<file path="src/design/mtb_pkg.sv">
// shared types and constants for the bounded mersenne twister generator
`timescale 1ns / 1ps
package mtb_pkg;
  localparam int unsigned N = 624;
  localparam int unsigned M = 397;
  localparam int unsigned IDX_W = 10;
  localparam logic [31:0] MATRIX = 32'h9908b0df;
  localparam logic [31:0] INIT_MULT = 32'd1812433253;
  localparam logic [31:0] DEFAULT_SEED = 32'd5489;
  localparam logic [31:0] TEMPER_B = 32'h9d2c5680;
  localparam logic [31:0] TEMPER_C = 32'hefc60000;
  localparam logic [IDX_W-1:0] IDX_DUE = 10'd624;
  localparam logic [IDX_W-1:0] IDX_NEVER = 10'd625;

  localparam logic [0:0] REG_SEED = 1'b0;
  localparam logic [0:0] REG_ENABLE = 1'b1;

  localparam logic OP_BOUNDED = 1'b0;
  localparam logic OP_RAW = 1'b1;

  typedef enum logic [3:0] {
    ST_IDLE,
    ST_INIT_RD,
    ST_INIT_MUL,
    ST_INIT_WR,
    ST_TW_RD0,
    ST_TW_RD1,
    ST_TW_RD2,
    ST_TW_WR,
    ST_RD,
    ST_TEMPER,
    ST_DIV,
    ST_OUT
  } state_t;

  typedef struct packed {
    logic start;
    logic [31:0] dividend;
    logic [31:0] divisor;
  } div_req_t;

  typedef struct packed {
    logic busy;
    logic done;
    logic [31:0] rem;
  } div_rsp_t;

  function automatic logic [31:0] temper(input logic [31:0] x);
    logic [31:0] y;
    y = x ^ (x >> 11);
    y = y ^ ((y << 7) & TEMPER_B);
    y = y ^ ((y << 15) & TEMPER_C);
    y = y ^ (y >> 18);
    return y;
  endfunction
endpackage

</file>
<file path="src/design/mtb_divider.sv">
// restoring divider, one quotient bit per cycle, remainder only
`timescale 1ns / 1ps
module mtb_divider
  import mtb_pkg::*;
(
  input  logic     clk,
  input  logic     rst,
  input  div_req_t req,
  output div_rsp_t rsp
);
  logic [31:0] rem;
  logic [31:0] quo;
  logic [31:0] dsr;
  logic [5:0] cnt;
  logic busy;
  logic done;
  logic [32:0] trial;

  assign trial = {rem, quo[31]} - {1'b0, dsr};

  always_ff @(posedge clk) begin
    if (rst) begin
      busy <= 1'b0;
      done <= 1'b0;
      cnt <= '0;
    end else begin
      done <= 1'b0;
      if (req.start) begin
        busy <= 1'b1;
        cnt <= 6'd32;
      end else if (busy) begin
        cnt <= cnt - 6'd1;
        if (cnt == 6'd1) begin
          busy <= 1'b0;
          done <= 1'b1;
        end
      end
    end
  end

  always_ff @(posedge clk) begin
    if (req.start) begin
      rem <= '0;
      quo <= req.dividend;
      dsr <= req.divisor;
    end else if (busy) begin
      // rem:quo shift, subtract when it fits
      if (!trial[32]) begin
        rem <= trial[31:0];
      end else begin
        rem <= {rem[30:0], quo[31]};
      end
      quo <= {quo[30:0], 1'b0};
    end
  end

  assign rsp.busy = busy;
  assign rsp.done = done;
  assign rsp.rem = rem;
endmodule

</file>
<file path="config.mk">
export PLATFORM = sky130hd
export DESIGN_NAME = mtb_divider
export DESIGN_NICKNAME = d
export VERILOG_FILES = /design/src/design/mtb_pkg.sv /design/src/design/mtb_divider.sv
export SDC_FILE = /design/constraint.sdc
export NUM_CORES = 1
export LEC_CHECK = 0
export BUFFER_PORTS_ARGS = -buffer_cell sky130_fd_sc_hd__buf_2
export CAP_MARGIN = 0
export CORE_MARGIN = 2
export CORE_UTILIZATION = 57
export DETAILED_ROUTE_END_ITERATION = 16
export PLACE_DENSITY = 0.81
export SLEW_MARGIN = 20
export SYNTH_ARGS = -nofsm -noshare
export SYNTH_HDL_FRONTEND = slang
export SYNTH_SLANG_ARGS = --single-unit
export TNS_END_PERCENT = 5
</file>
<file path="constraint.sdc">
create_clock -name clk -period 3.8 [get_ports clk]
set_input_delay 1.14 -clock clk [delete_from_list [all_inputs] [get_ports clk]]
set_output_delay 1.14 -clock clk [all_outputs]
set_load 0.01 [all_outputs]
</file>
==> impl_metrics.tcl <==
set metrics [dict create \
    clk_pin_slew_worst_paths_ns 0.11 \
    min_period_ns 3.341 \
    slowest_stage "a211o_1" \
    tritoncts.num_buffers 9 \
    cap_violations 0 \
    endpoint_kind "flop" \
    antennaDiodeCount 0 \
    dr_wl_met2_mm 6.436 \
    clock_latency_ns 0.40 \
    synth.top_cells.by_count "edfxtp_1, nor2_1, inv_1" \
    syn-cell-area_mm2 0.005927 \
    synth-xor-area-share_pct 4.285 \
    postSynthAreaPerCell_um2 10.25 \
    row_count 37 \
    portBuffers 100 \
    setup_tns_ns 0 \
    synth_top_family_by_area "compound AO/OA/AOI/OAI gates" \
    wire_per_inst_um 15.81 \
    drive_gt1_share_pct 24.85 \
    worst-slew-pin-transition_ns 0.7652 \
    multi_input_area_mm2 0.002929 \
    ys_seq_elements 104 \
    dieHeight_um 106.0 \
    ant_nets 0 \
    grt_max_degree 51 \
    synth_top_cell_area_share_pct 32.43 \
    cts.sinks 104 \
    die_width_um 106.0 \
    antenna_found_initial 0 \
    hold_ws_ns 0.5139 \
    fin_crit_sh_pct 87.92 \
    grt_pass1_vias 4670 \
    min_from "cnt[1]" \
    path_max_fanout 7 \
    drt-initial-drc-count 252 \
    power_leakage_nw 2.897 \
    seq_area_frac_synth_pct 45.94 \
    wl_met3_um 660 \
    peakVddDrop_mv 0.3235 \
    fillCellCount 818 \
    syn_inst 578 \
    synth_cell_types 65 \
    design_area_mm2 0.006763 \
    synth_nets 680 \
    cp.arrival_ns 3.66 \
    slew_headroom_pct 48.32 \
    synth.most_common_cell "edfxtp_1" \
    regArea_mm2 0.002723 \
    cts_resized 0 \
    cts-root-buf "clkbuf_8" \
    hpwl_mm 9.503 \
    nets 777 \
    p_per_area_mw_per_mm2 394.3 \
    wl_met1_mm 5.500 \
    yosys.area_share.adder_pct 7.515 \
    post_cts_buffers 0 \
    die_area_mm2 0.01123 \
    path_cells "inv_1 -> ha_1 -> fa_1 -> nand2b_1 -> a211oi_2 -> o2111ai_2 -> nand3_2 -> o31ai_4 -> o211a_4 -> a211o_1 -> buf_4 -> mux2i_1 -> a211oi_1" \
    synth_flop_cell "edfxtp_1" \
    worst-setup-path-type "flop to flop" \
    initial_core_util_pct 57.93 \
    clock_skew_ns 0.02131 \
    grt_use_total_pct 24.40 \
    routed.top_layer "met4" \
    hold_class "flop to flop" \
    first_pass_iters 4 \
    gp_congestion 0.9243 \
    area_delta_synth_final_pct 14.10 \
    critical_path.startpoint "quo[31]" \
    grt_pass1_wl_mm 21.75 \
    crit_required_ns 4.12 \
    yosys.area_share.simple_pct 12.03 \
    htree_num_levels 3 \
    routed_wl_mm 12.90 \
    drt-vias-per-instance 5.680 \
    via_count 4635 \
    synth-async-reset-ratio_pct 0 \
    synth_mux_area_share_pct 9.605 \
    ios 101 \
    cp_slowest_stage_delay_ns 0.40 \
    ys_warn_count 0 \
    holdBufCountCts 0 \
    cp-start-kind "flop" \
    drc 0 \
    r2r_start "quo[31]" \
    synth-edff-count 64 \
    max_freq_mhz 299.3 \
    overflow 0 \
    outcome "completed" \
    cts_buffer_depth 2 \
    final_hold_viol_count 0 \
    finalSetupViolCount 0 \
    synth_compound_area_share_pct 15.98 \
    drv_slew 0 \
    netlist.top_cell.by_area "edfxtp_1" \
    cts_tree "done" \
    coreArea_mm2 0.01023 \
    rsz0062_at_grt "false" \
    placedInstanceArea_mm2 0.006566 \
    netlist_top_cells_area "edfxtp_1, dfxtp_1, ha_1" \
]
[final cells by class]
class                      instances  area share, %
multi-input combinational        407          43.31
timing repair buffer             108          8.511
tap                              136          2.516
sequential                       104          40.26
clock buffer                       9          1.832
clock inverter                     7          1.073
inverter                          45          2.498
[logic make-up (layout without fill, tap and decap cells)]
family | Yosys count | in the layout
and+or+nand+nor | 155 | 155
AOI/OAI and AO/OA | 135 | 135
DFF | 104 | 104
buffers and inverters | 67 | 169
muxes | 53 | 53
adders and majority gates | 35 | 35
xor gates and xnor gates | 29 | 29
[final timing paths]
check                           depth (start not counted)     end  slack [ns]
worst max-delay path                                   13  rem[7]        0.46
worst min-delay path                                    2  cnt[1]        0.51
worst max register to register                         13  rem[7]        0.46
worst min register to register                          2  cnt[1]        0.51
[report_power, final]
| group | total (mW) | leakage (nW) | internal, mW | switching, mW |
|---|---|---|---|---|
| Clock | 0.691 | 0.102 | 0.260 | 0.432 |
| Sequential | 1.35 | 0.964 | 1.30 | 0.0495 |
| Combinational | 0.626 | 1.83 | 0.271 | 0.355 |
| Total | 2.67 | 2.90 | 1.83 | 0.836 |
[cells in the final DEF, fill, tap and decap left out, types with 4 or more instances in the layout]
cell type / instances
o21a_1: 6
o21ai_1: 4
nor2_1: 58
inv_1: 44
nand2b_1: 8
o21ai_0: 14
ha_1: 34
buf_4: 8
nor4_1: 4
buf_2: 99
nand2_1: 38
a211oi_1: 23
a21oi_1: 40
a21o_1: 5
mux2_2: 31
dfxtp_1: 40
o21bai_1: 4
xor2_1: 10
nand3_1: 17
and3_1: 6
clkbuf_8: 9
mux2i_1: 22
edfxtp_1: 64
xnor2_1: 19
nor3_1: 8
[worst max-delay path, delay by kind of cell (launching register included)]
kind                     cells  cell delay, ns
AO/OA/AOI/OAI                6            1.52
adder cells (fa/ha/maj)      2            0.60
buffers and inverters        2            0.29
flip-flops                   1            0.37
multiplexers                 1            0.12
AND/OR/NAND/NOR              2            0.35
[state kept, by name, summed over array words and instances, names as in the netlist]
name,count
done,1
quo,32
busy,1
dsr,32
cnt,6
rem,32
[routing by layer]
layer,GRT usage (%),vias to the layer above
met4,9.492,0
met2,41.24,141
met1,30.28,2164
met5,0,-
met3,5.825,28
li1,-,2302
[per-stage QoR]
stage	power, mW	std cells	setup WS (ns)	utilization, %
2_1_floorplan	1.814	578	0.8129	-
3_5_place_dp	1.995	800	0.4883	64.18
5_1_grt	2.801	816	0.07365	66.10
4_1_cts	2.685	816	0.4586	66.10
3_3_place_gp	1.969	800	0.5786	64.18
6_report	2.667	816	0.4590	66.10
(Power assumes the default switching activity.)
